**src/hw/rtl/rtqs_pkg.sv**
```systemverilog
// Shared types and constants for the RSS Toeplitz queue selector.
// Holds the hash key, register indexes, action codes and the per-word hash function.
// Depends on nothing.
package rtqs_pkg;

    // Tuple layout: nine 32-bit words, word 0 hashed first.
    localparam int unsigned TUPLE_WORDS = 9;
    localparam int unsigned KEY_BITS    = 320;

    // Queue selection constants.
    localparam int unsigned MAX_QUEUES = 16;
    localparam logic [3:0]  QUEUE_MASK = 4'(MAX_QUEUES - 1);
    localparam logic [31:0] MARK_BASE  = 32'h7cafe800;
    localparam logic [15:0] FRAG_MASK  = 16'h3fff;

    // Header codes.
    localparam logic [3:0] IP_V4     = 4'd4;
    localparam logic [3:0] IP_V6     = 4'd6;
    localparam logic [7:0] PROTO_TCP = 8'd6;
    localparam logic [7:0] PROTO_UDP = 8'd17;

    // Result actions.
    localparam logic [1:0] ACT_PASS    = 2'd0;
    localparam logic [1:0] ACT_PIPE    = 2'd1;
    localparam logic [1:0] ACT_RECLASS = 2'd2;

    // Register indexes (byte address divided by eight).
    localparam logic [1:0] REG_ENABLE = 2'd0;
    localparam logic [1:0] REG_QCOUNT = 2'd1;
    localparam logic [1:0] REG_QTABLE = 2'd2;

    // The forty key bytes read as ten little-endian words, word 0 at the top.
    localparam logic [KEY_BITS-1:0] TPL_KEY = {
        32'h2cc681d1, 32'h5bdbf4f7, 32'hfca28319, 32'hdb1a3e94, 32'h6b9e38d9,
        32'h2c9c03d1, 32'had9944a7, 32'hd9563d59, 32'h063c25f3, 32'hfc1fdc2a
    };

    typedef logic [TUPLE_WORDS-1:0][31:0] tuple_t;

    // Sideband that travels with each request through the pipeline.
    typedef struct packed {
        logic [1:0] action;
    } meta_t;

    // Toeplitz contribution of tuple word j: each set bit folds in a 32-bit key window.
    function automatic logic [31:0] tpl_word_hash(input logic [31:0] w, input int unsigned j);
        logic [31:0] h;
        h = '0;
        for (int unsigned i = 0; i < 32; i++)
        begin
            if (w[31 - i])
            begin
                h ^= TPL_KEY[KEY_BITS - 1 - 32 * j - i -: 32];
            end
        end
        return h;
    endfunction

endpackage

```
**src/hw/rtl/rtqs_hash.sv**
```systemverilog
// Two-stage Toeplitz hash: per-word partial hashes, then their XOR.
// Depends on rtqs_pkg for the key, the tuple type and the sideband struct.
module rtqs_hash (
    input  logic             clk,
    input  logic             rst_n,
    input  logic             in_valid,
    output logic             in_ready,
    input  rtqs_pkg::meta_t  in_meta,
    input  rtqs_pkg::tuple_t in_tuple,
    output logic             out_valid,
    input  logic             out_ready,
    output rtqs_pkg::meta_t  out_meta,
    output logic [31:0]      out_hash
);
    import rtqs_pkg::*;

    tuple_t      part_reg;
    meta_t       meta_a_reg;
    logic        valid_a_reg;
    logic [31:0] hash_reg;
    meta_t       meta_b_reg;
    logic        valid_b_reg;
    logic        ready_a;
    logic        ready_b;
    logic [31:0] hash_next;

    // A stage takes a request when empty or when its own result moves on.
    assign ready_b  = !valid_b_reg || out_ready;
    assign ready_a  = !valid_a_reg || ready_b;
    assign in_ready = ready_a;

    // Stage A: one partial hash per tuple word.
    always_ff @(posedge clk or negedge rst_n)
    begin
        if (!rst_n)
        begin
            valid_a_reg <= 1'b0;
        end
        else if (ready_a)
        begin
            valid_a_reg <= in_valid;
        end
    end

    always_ff @(posedge clk)
    begin
        if (ready_a && in_valid)
        begin
            meta_a_reg <= in_meta;
            for (int unsigned j = 0; j < TUPLE_WORDS; j++)
            begin
                part_reg[j] <= tpl_word_hash(in_tuple[j], j);
            end
        end
    end

    // Stage B: fold the partial hashes together.
    always_comb
    begin
        hash_next = '0;
        for (int unsigned j = 0; j < TUPLE_WORDS; j++)
        begin
            hash_next ^= part_reg[j];
        end
    end

    always_ff @(posedge clk or negedge rst_n)
    begin
        if (!rst_n)
        begin
            valid_b_reg <= 1'b0;
        end
        else if (ready_b)
        begin
            valid_b_reg <= valid_a_reg;
        end
    end

    always_ff @(posedge clk)
    begin
        if (ready_b && valid_a_reg)
        begin
            meta_b_reg <= meta_a_reg;
            hash_reg   <= hash_next;
        end
    end

    assign out_valid = valid_b_reg;
    assign out_meta  = meta_b_reg;
    assign out_hash  = hash_reg;

endmodule

```
**src/hw/rtl/rtqs_mod.sv**
```systemverilog
// Pipelined remainder of the 32-bit hash by the queue count, eight bits a stage.
// Depends on rtqs_pkg for the sideband struct.
module rtqs_mod (
    input  logic            clk,
    input  logic            rst_n,
    input  logic [4:0]      divisor,
    input  logic            in_valid,
    output logic            in_ready,
    input  rtqs_pkg::meta_t in_meta,
    input  logic [31:0]     in_hash,
    output logic            out_valid,
    input  logic            out_ready,
    output rtqs_pkg::meta_t out_meta,
    output logic [31:0]     out_hash,
    output logic [4:0]      out_rem
);
    import rtqs_pkg::*;

    localparam int unsigned STAGES    = 4;
    localparam int unsigned STEP_BITS = 32 / STAGES;

    logic        valid_reg [STAGES];
    meta_t       meta_reg  [STAGES];
    logic [31:0] hash_reg  [STAGES];
    logic [4:0]  rem_reg   [STAGES];

    logic        stg_valid [STAGES+1];
    logic        stg_ready [STAGES+1];
    meta_t       stg_meta  [STAGES+1];
    logic [31:0] stg_hash  [STAGES+1];
    logic [4:0]  stg_rem   [STAGES+1];

    // Restoring remainder over a group of hash bits, most significant first.
    function automatic logic [4:0] rem_steps(input logic [4:0] r_in,
                                             input logic [STEP_BITS-1:0] bits,
                                             input logic [4:0] d);
        logic [4:0] r;
        logic [5:0] t;
        r = r_in;
        for (int i = STEP_BITS - 1; i >= 0; i--)
        begin
            t = {r, bits[i]};
            if (t >= {1'b0, d})
            begin
                t = t - {1'b0, d};
            end
            r = t[4:0];
        end
        return r;
    endfunction

    assign stg_valid[0] = in_valid;
    assign stg_meta[0]  = in_meta;
    assign stg_hash[0]  = in_hash;
    assign stg_rem[0]   = '0;
    assign in_ready     = stg_ready[0];
    assign stg_ready[STAGES] = out_ready;

    for (genvar k = 0; k < STAGES; k++)
    begin : g_stage
        // Each stage holds its request until the next one can take it.
        assign stg_ready[k]   = !valid_reg[k] || stg_ready[k+1];
        assign stg_valid[k+1] = valid_reg[k];
        assign stg_meta[k+1]  = meta_reg[k];
        assign stg_hash[k+1]  = hash_reg[k];
        assign stg_rem[k+1]   = rem_reg[k];

        always_ff @(posedge clk or negedge rst_n)
        begin
            if (!rst_n)
            begin
                valid_reg[k] <= 1'b0;
            end
            else if (stg_ready[k])
            begin
                valid_reg[k] <= stg_valid[k];
            end
        end

        always_ff @(posedge clk)
        begin
            if (stg_ready[k] && stg_valid[k])
            begin
                meta_reg[k] <= stg_meta[k];
                hash_reg[k] <= stg_hash[k];
                rem_reg[k]  <= rem_steps(stg_rem[k],
                                         stg_hash[k][31 - STEP_BITS * k -: STEP_BITS],
                                         divisor);
            end
        end
    end

    assign out_valid = stg_valid[STAGES];
    assign out_meta  = stg_meta[STAGES];
    assign out_hash  = stg_hash[STAGES];
    assign out_rem   = stg_rem[STAGES];

endmodule

```
**src/hw/rtl/rss_toeplitz_queue_select_unit.sv**
```systemverilog
// RSS queue selector: Toeplitz hash of the header tuple, reduced by the queue count.
// Pipeline stages from request to result: tuple, two hash, four remainder, output.
// Throughput is one request per cycle while out_ready holds high; the remainder pipeline sets the depth.
// Reset clears all stage valid bits and sets rss_enable 0, queue_count 1, queue_table 0.
// Depends on rtqs_pkg, rtqs_hash and rtqs_mod.
module rss_toeplitz_queue_select_unit (
    input  logic        clk,
    input  logic        rst_n,
    // Configuration port
    input  logic        psel,
    input  logic        penable,
    input  logic        pwrite,
    input  logic [4:0]  paddr,
    input  logic [63:0] pwdata,
    output logic [63:0] prdata,
    output logic        pready,
    // Header requests
    input  logic        in_valid,
    output logic        in_ready,
    input  logic [3:0]  ip_version,
    input  logic [7:0]  next_proto,
    input  logic [15:0] frag_word,
    input  logic [63:0] src_addr_hi,
    input  logic [63:0] src_addr_lo,
    input  logic [63:0] dst_addr_hi,
    input  logic [63:0] dst_addr_lo,
    input  logic [15:0] src_port,
    input  logic [15:0] dst_port,
    // Results
    output logic        out_valid,
    input  logic        out_ready,
    output logic [1:0]  action,
    output logic [3:0]  queue,
    output logic [31:0] hash_value,
    output logic [31:0] queue_mark
);
    import rtqs_pkg::*;

    logic        rss_enable_reg;
    logic [4:0]  queue_count_reg;
    logic [63:0] queue_table_reg;
    logic        cfg_write;
    logic [4:0]  divisor;

    logic        s1_valid_reg;
    meta_t       s1_meta_reg;
    tuple_t      s1_tuple_reg;
    meta_t       s1_meta_next;
    tuple_t      s1_tuple_next;
    logic        s1_ready;

    logic        hs_valid;
    logic        hs_ready;
    logic        hs_ready_down;
    meta_t       hs_meta;
    logic [31:0] hs_hash;

    logic        md_valid;
    logic        md_ready;
    meta_t       md_meta;
    logic [31:0] md_hash;
    logic [4:0]  md_rem;

    logic        out_valid_reg;
    logic [1:0]  action_reg;
    logic [3:0]  queue_reg;
    logic [31:0] hash_value_reg;
    logic [31:0] queue_mark_reg;
    logic [3:0]  q_index;
    logic [3:0]  q_sel;
    logic [31:0] ports_word;
    logic        l4_proto;

    // Configuration registers.
    assign pready    = 1'b1;
    assign cfg_write = psel && penable && pwrite;

    always_ff @(posedge clk or negedge rst_n)
    begin
        if (!rst_n)
        begin
            rss_enable_reg  <= 1'b0;
            queue_count_reg <= 5'd1;
            queue_table_reg <= '0;
        end
        else if (cfg_write)
        begin
            unique case (paddr[4:3])
                REG_ENABLE: rss_enable_reg  <= pwdata[0];
                REG_QCOUNT: queue_count_reg <= pwdata[4:0];
                REG_QTABLE: queue_table_reg <= pwdata;
                default:    ;
            endcase
        end
    end

    always_comb
    begin
        unique case (paddr[4:3])
            REG_ENABLE: prdata = {63'd0, rss_enable_reg};
            REG_QCOUNT: prdata = {59'd0, queue_count_reg};
            REG_QTABLE: prdata = queue_table_reg;
            default:    prdata = '0;
        endcase
    end

    // A zero queue count behaves as one.
    assign divisor = (queue_count_reg == 5'd0) ? 5'd1 : queue_count_reg;

    // Tuple build: IPv4 leaves the trailing words zero, which adds nothing to the hash.
    assign l4_proto   = (next_proto == PROTO_TCP) || (next_proto == PROTO_UDP);
    assign ports_word = {src_port, dst_port};

    always_comb
    begin
        s1_tuple_next = '0;
        if (!rss_enable_reg)
        begin
            s1_meta_next.action = ACT_PASS;
        end
        else if (ip_version == IP_V4)
        begin
            s1_meta_next.action = ACT_RECLASS;
            s1_tuple_next[0] = src_addr_lo[31:0];
            s1_tuple_next[1] = dst_addr_lo[31:0];
            s1_tuple_next[2] = (l4_proto && ((frag_word & FRAG_MASK) == 16'd0)) ?
                               ports_word : 32'd0;
        end
        else if (ip_version == IP_V6)
        begin
            s1_meta_next.action = ACT_RECLASS;
            s1_tuple_next[0] = src_addr_hi[63:32];
            s1_tuple_next[1] = src_addr_hi[31:0];
            s1_tuple_next[2] = src_addr_lo[63:32];
            s1_tuple_next[3] = src_addr_lo[31:0];
            s1_tuple_next[4] = dst_addr_hi[63:32];
            s1_tuple_next[5] = dst_addr_hi[31:0];
            s1_tuple_next[6] = dst_addr_lo[63:32];
            s1_tuple_next[7] = dst_addr_lo[31:0];
            s1_tuple_next[8] = l4_proto ? ports_word : 32'd0;
        end
        else
        begin
            s1_meta_next.action = ACT_PIPE;
        end
    end

    // Tuple stage register.
    assign s1_ready = !s1_valid_reg || hs_ready;
    assign in_ready = s1_ready;

    always_ff @(posedge clk or negedge rst_n)
    begin
        if (!rst_n)
        begin
            s1_valid_reg <= 1'b0;
        end
        else if (s1_ready)
        begin
            s1_valid_reg <= in_valid;
        end
    end

    always_ff @(posedge clk)
    begin
        if (s1_ready && in_valid)
        begin
            s1_meta_reg  <= s1_meta_next;
            s1_tuple_reg <= s1_tuple_next;
        end
    end

    // Hash and remainder pipelines.
    rtqs_hash u_hash (
        .clk       (clk),
        .rst_n     (rst_n),
        .in_valid  (s1_valid_reg),
        .in_ready  (hs_ready),
        .in_meta   (s1_meta_reg),
        .in_tuple  (s1_tuple_reg),
        .out_valid (hs_valid),
        .out_ready (hs_ready_down),
        .out_meta  (hs_meta),
        .out_hash  (hs_hash)
    );

    rtqs_mod u_mod (
        .clk       (clk),
        .rst_n     (rst_n),
        .divisor   (divisor),
        .in_valid  (hs_valid),
        .in_ready  (hs_ready_down),
        .in_meta   (hs_meta),
        .in_hash   (hs_hash),
        .out_valid (md_valid),
        .out_ready (md_ready),
        .out_meta  (md_meta),
        .out_hash  (md_hash),
        .out_rem   (md_rem)
    );

    // Queue table lookup and output register.
    assign q_index = md_rem[3:0] & QUEUE_MASK;
    assign q_sel   = queue_table_reg[{q_index, 2'b00} +: 4];
    assign md_ready = !out_valid_reg || out_ready;

    always_ff @(posedge clk or negedge rst_n)
    begin
        if (!rst_n)
        begin
            out_valid_reg <= 1'b0;
        end
        else if (md_ready)
        begin
            out_valid_reg <= md_valid;
        end
    end

    always_ff @(posedge clk)
    begin
        if (md_ready && md_valid)
        begin
            action_reg <= md_meta.action;
            if (md_meta.action == ACT_RECLASS)
            begin
                queue_reg      <= q_sel;
                hash_value_reg <= md_hash;
                queue_mark_reg <= MARK_BASE + {28'd0, q_sel};
            end
            else
            begin
                queue_reg      <= '0;
                hash_value_reg <= '0;
                queue_mark_reg <= '0;
            end
        end
    end

    assign out_valid  = out_valid_reg;
    assign action     = action_reg;
    assign queue      = queue_reg;
    assign hash_value = hash_value_reg;
    assign queue_mark = queue_mark_reg;

endmodule
```
**config.mk**
```make
export PLATFORM = sky130hd
export DESIGN_NAME = rss_toeplitz_queue_select_unit
export DESIGN_NICKNAME = d
export VERILOG_FILES = /design/src/hw/rtl/rtqs_pkg.sv /design/src/hw/rtl/rtqs_hash.sv /design/src/hw/rtl/rtqs_mod.sv /design/src/hw/rtl/rss_toeplitz_queue_select_unit.sv
export SDC_FILE = /design/constraint.sdc
export NUM_CORES = 2
export LEC_CHECK = 0
export BUFFER_PORTS_ARGS = -buffer_cell sky130_fd_sc_hd__buf_2
export CORE_MARGIN = 1.5
export CORE_UTILIZATION = 45
export CTS_BUF_LIST = sky130_fd_sc_hd__clkbuf_8
export CTS_CLUSTER_DIAMETER = 200
export DETAILED_ROUTE_END_ITERATION = 8
export PLACE_DENSITY = 0.64
export RECOVER_POWER = 50
export SYNTH_ARGS = -nofsm -noshare
export SYNTH_HDL_FRONTEND = slang
export SYNTH_SLANG_ARGS = --single-unit
```
**constraint.sdc**
```tcl
create_clock -name clk -period 31.9 [get_ports clk]
set_input_delay 6.38 -clock clk [delete_from_list [all_inputs] [get_ports clk]]
set_output_delay 6.38 -clock clk [all_outputs]
set_load 0.1 [all_outputs]
```
**Word level (Yosys, flattened, before mapping)**

Memory sizes are Yosys's and may differ from the RTL's. A register that Yosys moved wholly into a read port is not among the register bits.
Index checks and enable logic that the tools add are counted.

- $mul: 0
- Add/subtract/negate cells: 33
- Eq/ne operators: 7
- Multiplexer cells: 646
- Divide/modulo/power cells: 0
- Reductions and logical operators: 38
- Bitwise gates (word level): 290
- Shifts and indexed selects: 1
- Magnitude comparators: 32

Operators by type and width:

| kind | count |
|---|---|
| 2-to-1 mux 32 bit | 428 |
| 2-to-1 mux 31 bit | 72 |
| 2-to-1 mux 30 bit | 37 |
| inverter 16 bit | 48 |
| inverter 15 bit | 46 |
| inverter 18 bit | 35 |
| inverter 17 bit | 34 |
| inverter 14 bit | 38 |
| 2-to-1 mux 29 bit | 18 |
| 2-to-1 mux 5 bit | 65 |
| inverter 20 bit | 15 |
| inverter 19 bit | 14 |
| XOR 32 bit | 8 |
| inverter 21 bit | 10 |
| 2-to-1 mux 96 bit | 2 |
| one-hot mux 64 bit (3 select lines) | 1 |
| >= comparator 6 x 5 -> 1 bit | 31 |
| inverter 13 bit | 14 |
| subtractor 5 bit | 31 |
| inverter 22 bit | 7 |
| 2-to-1 mux 28 bit | 5 |
| inverter 23 bit | 6 |
| inverter 24 bit | 5 |
| 2-to-1 mux 27 bit | 4 |
| 28 further kinds | 73 |

- ROM bits: 0
- Memories kept: 3
- Register bits: 730
- Logic and storage cells: 1,087
- Output and inout bits: 137
- Memory bits (writable): 156
- Bits in latches: 0

Memories:

| memory | depth | bits a word | rd ports | clocked after Yosys merged registers in | wr ports | line | RTL |
|---|---|---|---|---|---|---|---|
| u_mod.hash_reg | 4 | 32 | 4 | 1 | 4 | rtqs_mod.sv:24 | `logic [31:0] hash_reg [STAGES];` |
| u_mod.rem_reg | 4 | 5 | 4 | 0 | 4 | rtqs_mod.sv:25 | `logic [4:0] rem_reg [STAGES];` |
| u_mod.meta_reg | 4 | 2 | 4 | 0 | 4 | rtqs_mod.sv:23 | `meta_t meta_reg [STAGES];` |

**Depth between registers and ports, before layout**

- Depth after elaboration: 102
- Depth in mapped cells: 79

**Modules after synthesis**

A second synthesis with hierarchy kept.

- Cells, all modules: 5,130
- Area total of the unflattened synthesis: 65,601.7 um^2

Modules (own cells, without submodules):

| module | area each (um^2) | times used | cells each |
|---|---|---|---|
| rtqs_hash | 35,683.0 | 1 | 2,802 |
| rss_toeplitz_queue_select_unit | 16,854.9 | 1 | 1,121 |
| rtqs_mod | 13,063.8 | 1 | 1,207 |

**Least setup slack after synthesis**

Ideal clock, no wire load.

- Path kind: in2out
- Start: input paddr[3]
- End: output prdata[0]
- Data arrival time: 8.586 ns
- Stages: 2
- Path slack: 16.934 ns
- Buffers on the path: 0
- Data required time: 25.520 ns
- Cell sequence: mux2i_1 > o21ai_0

- Word-level cells in the longest chain between the ends: 2

RTL lines:

| what | line | RTL |
|---|---|---|
| start, declared | rss_toeplitz_queue_select_unit.sv:13 | `input logic [4:0] paddr,` |
| equality test 2 bit (tied with other cells) | rss_toeplitz_queue_select_unit.sv:99 | `unique case (paddr[4:3])` |
| one-hot mux 64 bit (3 select lines) * | rss_toeplitz_queue_select_unit.sv:99 |  |
| end, declared | rss_toeplitz_queue_select_unit.sv:15 | `output logic [63:0] prdata,` |

Every way passes the cells marked *; elsewhere a longest branch is shown, timed or not.

==> metrics.md <==
| Metric | Value |
|---|---|
| Gr usage total | 24.4% |
| Vias | ~40000 |
| Crit path top cell by count | a21oi_1 |
| Clock buffer depth | 3 |
| Postcts setup bufs | 0 |
| Post-synth top area share | approximately 39% |
| Synth cell types | roughly 110 |
| Crit path DAT | roughly 17 ns |
| Mean Syn Cell Area | between 10 and 15 um2 |
| Starting Density | 45.3% |
| Worst-skew pair later-pin latency | 0.89 ns |
| Clock Skew | roughly 0.045 ns |
| Status | finished with violations |
| Critical path launch point type | flop |
| Cts hold-fix bufs | 0 |
| Post-synth EDFFs | between 800 and 900 |
| Final Hold Vio Count | 0 |
| Congestion Overflow GR | 0 |
| Setup violators final | 0 |
| Vias in the first global route | approximately 40000 |
| Highest Clock Rate | 59.4 MHz |
| CP max stage delay | about 0.68 ns |
| Vias/cell | slightly above 5 |
| Post-synthesis async set-or-reset flop share | ~8.8% |
| Largest net degree at the start of global routing | between 100 and 150 |
| Synth Flop Type | edfxtp_1 |
| WL per Instance | 22.8 um |
| CTS sink cnt | about 890 |
| Die ar. | roughly 0.14 mm2 |
| Initial antenna violation count | 8 |
| Commonest non-fill, non-tap cell in the layout | xnor2_1 |
| Worst-path fanout max | 12 |
| Pins over their slew limit | ~700 |
| DR pass1 iterations | 5 |
| Worst-Margin Slew | roughly 4.5 ns |
| Register Area | around 0.026 mm2 |
| Multi-input logic area | 0.0342 mm2 |
| Cell taking the most area after synthesis | edfxtp_1 |
| Synth warn | 0 |
| Die width | 375 um |
| Depth of the CTS H-tree | 4 |
| Worst-path clk slew | 0.06 ns |
| Placer's final routability congestion estimate | slightly above 1 |
| Core box area | ~0.14 mm2 |
| I/O Buffers | between 500 and 600 |
| CTS buffer count | 155 |
| Setup crit end kind | flop |
| Layout fillers | between 10000 and 15000 |
| CTS tree | yes |
| Most frequent cells in the layout | xnor2_1, edfxtp_1, xor2_1, buf_2, and3_1 |
| CP Class | reg -> reg |
| Clock period minus worst slack | approximately 17 ns |
| Hold WC Path Type | reg -> reg |
| Worst slew margin | -201% |
| DRC | 0 |
| CP top delay family | compound AO/OA/AOI/OAI gates |
| Worst-path cell with the longest stage delay | a31oi_1 |
| Drt first-iter violations | 2862 |
| Synthesized area | between 0.06 and 0.07 mm2 |
| Final setup TNS | 0 ns |
| Cells after synthesis | 5360 |
| Area growth from synthesis to layout | 10.8% |
| Max_cap viols | 13 |
| DP HPWL | 138000 um |
| Main area contributors after synthesis | edfxtp_1, xnor2_1, xor2_1 |
| Failing checks | capacitance limit, slew limit |
| RSZ-0062 raised after global routing | false |
| DRT antenna net count | 0 |
| I/O pin count | 529 |
| Post_cts resized | 0 |
| Die height | roughly 380 um |
| Share of cells above drive strength 1 | between 10% and 20% |
| Final Util | between 50 and 60% |
| Row count | between 100 and 150 |
| Nets | 6315 |
| Wirelength, routed | roughly 170000 um |
| #FFs+latches synth | 886 |
| Worst Path Buf+Inv | 5 |
| Tcrit/Tclk final | between 50% and 60% |
| Global-route wire length before repair | between 200000 and 300000 um |
| Sequential area share after synthesis | between 40% and 50% |
| Root Driver | clkbuf_8 |
| CP required | roughly 32 ns |
==> layout make-up <==
class | count | share of cell area (%)
clock inverter | 100 | 1.10
multi-input combinational | 4019 | 49.6
tap | 1794 | 3.25
inverter | 135 | 0.738
timing repair buffer | 538 | 3.97
sequential | 886 | 38.0
clock buffer | 165 | 3.29
antenna | 2 | 0.00725
==> kinds of logic (layout without fill, tap and decap cells) <==
logic type,Yosys count,after routing,share of synthesized area (%)
AO/OA/AOI/OAI,374,374,4.40
flip-flops,886,886,42.1
adder cells (fa/ha/maj),188,188,4.15
multiplexers,213,213,4.07
AND/OR/NAND/NOR,652,652,5.89
other,2,16,0.0121
XOR/XNOR,2578,2578,36.3
buffers and inverters,467,938,3.03
==> per-layer routing <==
metal,vias to the layer above,GRT usage (%),wire (um)
met5,-,0,13
met1,18900,32.3,75300
met4,2,9.38,6540
met2,1275,40.2,82200
met3,310,3.94,9870
li1,18700,-,-
==> cell usage after synthesis (all sizes together) (6+ instances only) <==
cell,count
xnor2,2026
edfxtp,808
xor2,548
clkbuf,285
and3,171
ha,157
and2,138
inv,134
nor2,127
mux2i,98
mux2,95
a21oi,89
dfrtp,77
nand2,69
o21ai,59
a21o,52
buf,47
a22o,38
nand2b,32
fa,31
nor2b,26
mux4,20
nand3,19
nor3,17
a21boi,14
o21a,13
o221ai,10
a41o,9
o211ai,9
or2,9
a31oi,8
o22ai,8
or3,8
a211oi,7
nand4,7
nor4,7
o31ai,6
==> through the flow <==
stage / cells / area [um2] / worst slack (ns) / hold slack [ns]
after global routing: 7639 / 69000 / 13.63 / 0.394
final: 7639 / 69000 / 15.06 / 0.386
after CTS: 7637 / 69100 / 14.97 / 0.372
after global placement: 7372 / 66000 / 15.40 / 0.401
after detailed placement: 7372 / 66000 / 15.01 / 0.405
after floorplan: 5372 / 62300 / 16.93 / 0.400
==> worst paths after layout <==
check / start / endpoint / slack, ns / cells after the start
max: queue_count_reg[3]$_DFFE_PN0P_ / u_mod.rem_reg[3][3]$_DFFE_PP_ / 15.06 / 70
min: u_mod.hash_reg[1][25]$_DFFE_PP_ / u_mod.hash_reg[2][25]$_DFFE_PP_ / 0.39 / 0
max reg2reg: queue_count_reg[3]$_DFFE_PN0P_ / u_mod.rem_reg[3][3]$_DFFE_PP_ / 15.06 / 70
min reg2reg: u_mod.hash_reg[1][25]$_DFFE_PP_ / u_mod.hash_reg[2][25]$_DFFE_PP_ / 0.39 / 0
max in group asynchronous: rst_n / queue_count_reg[1]$_DFFE_PN0P_ / 21.96 / 1
min in group asynchronous: rst_n / queue_table_reg[31]$_DFFE_PN0P_ / 7.11 / 1
Power is left out: the tool's default activity adds up to more than one toggle a clock period on the data nets, which glitch-free logic cannot reach.
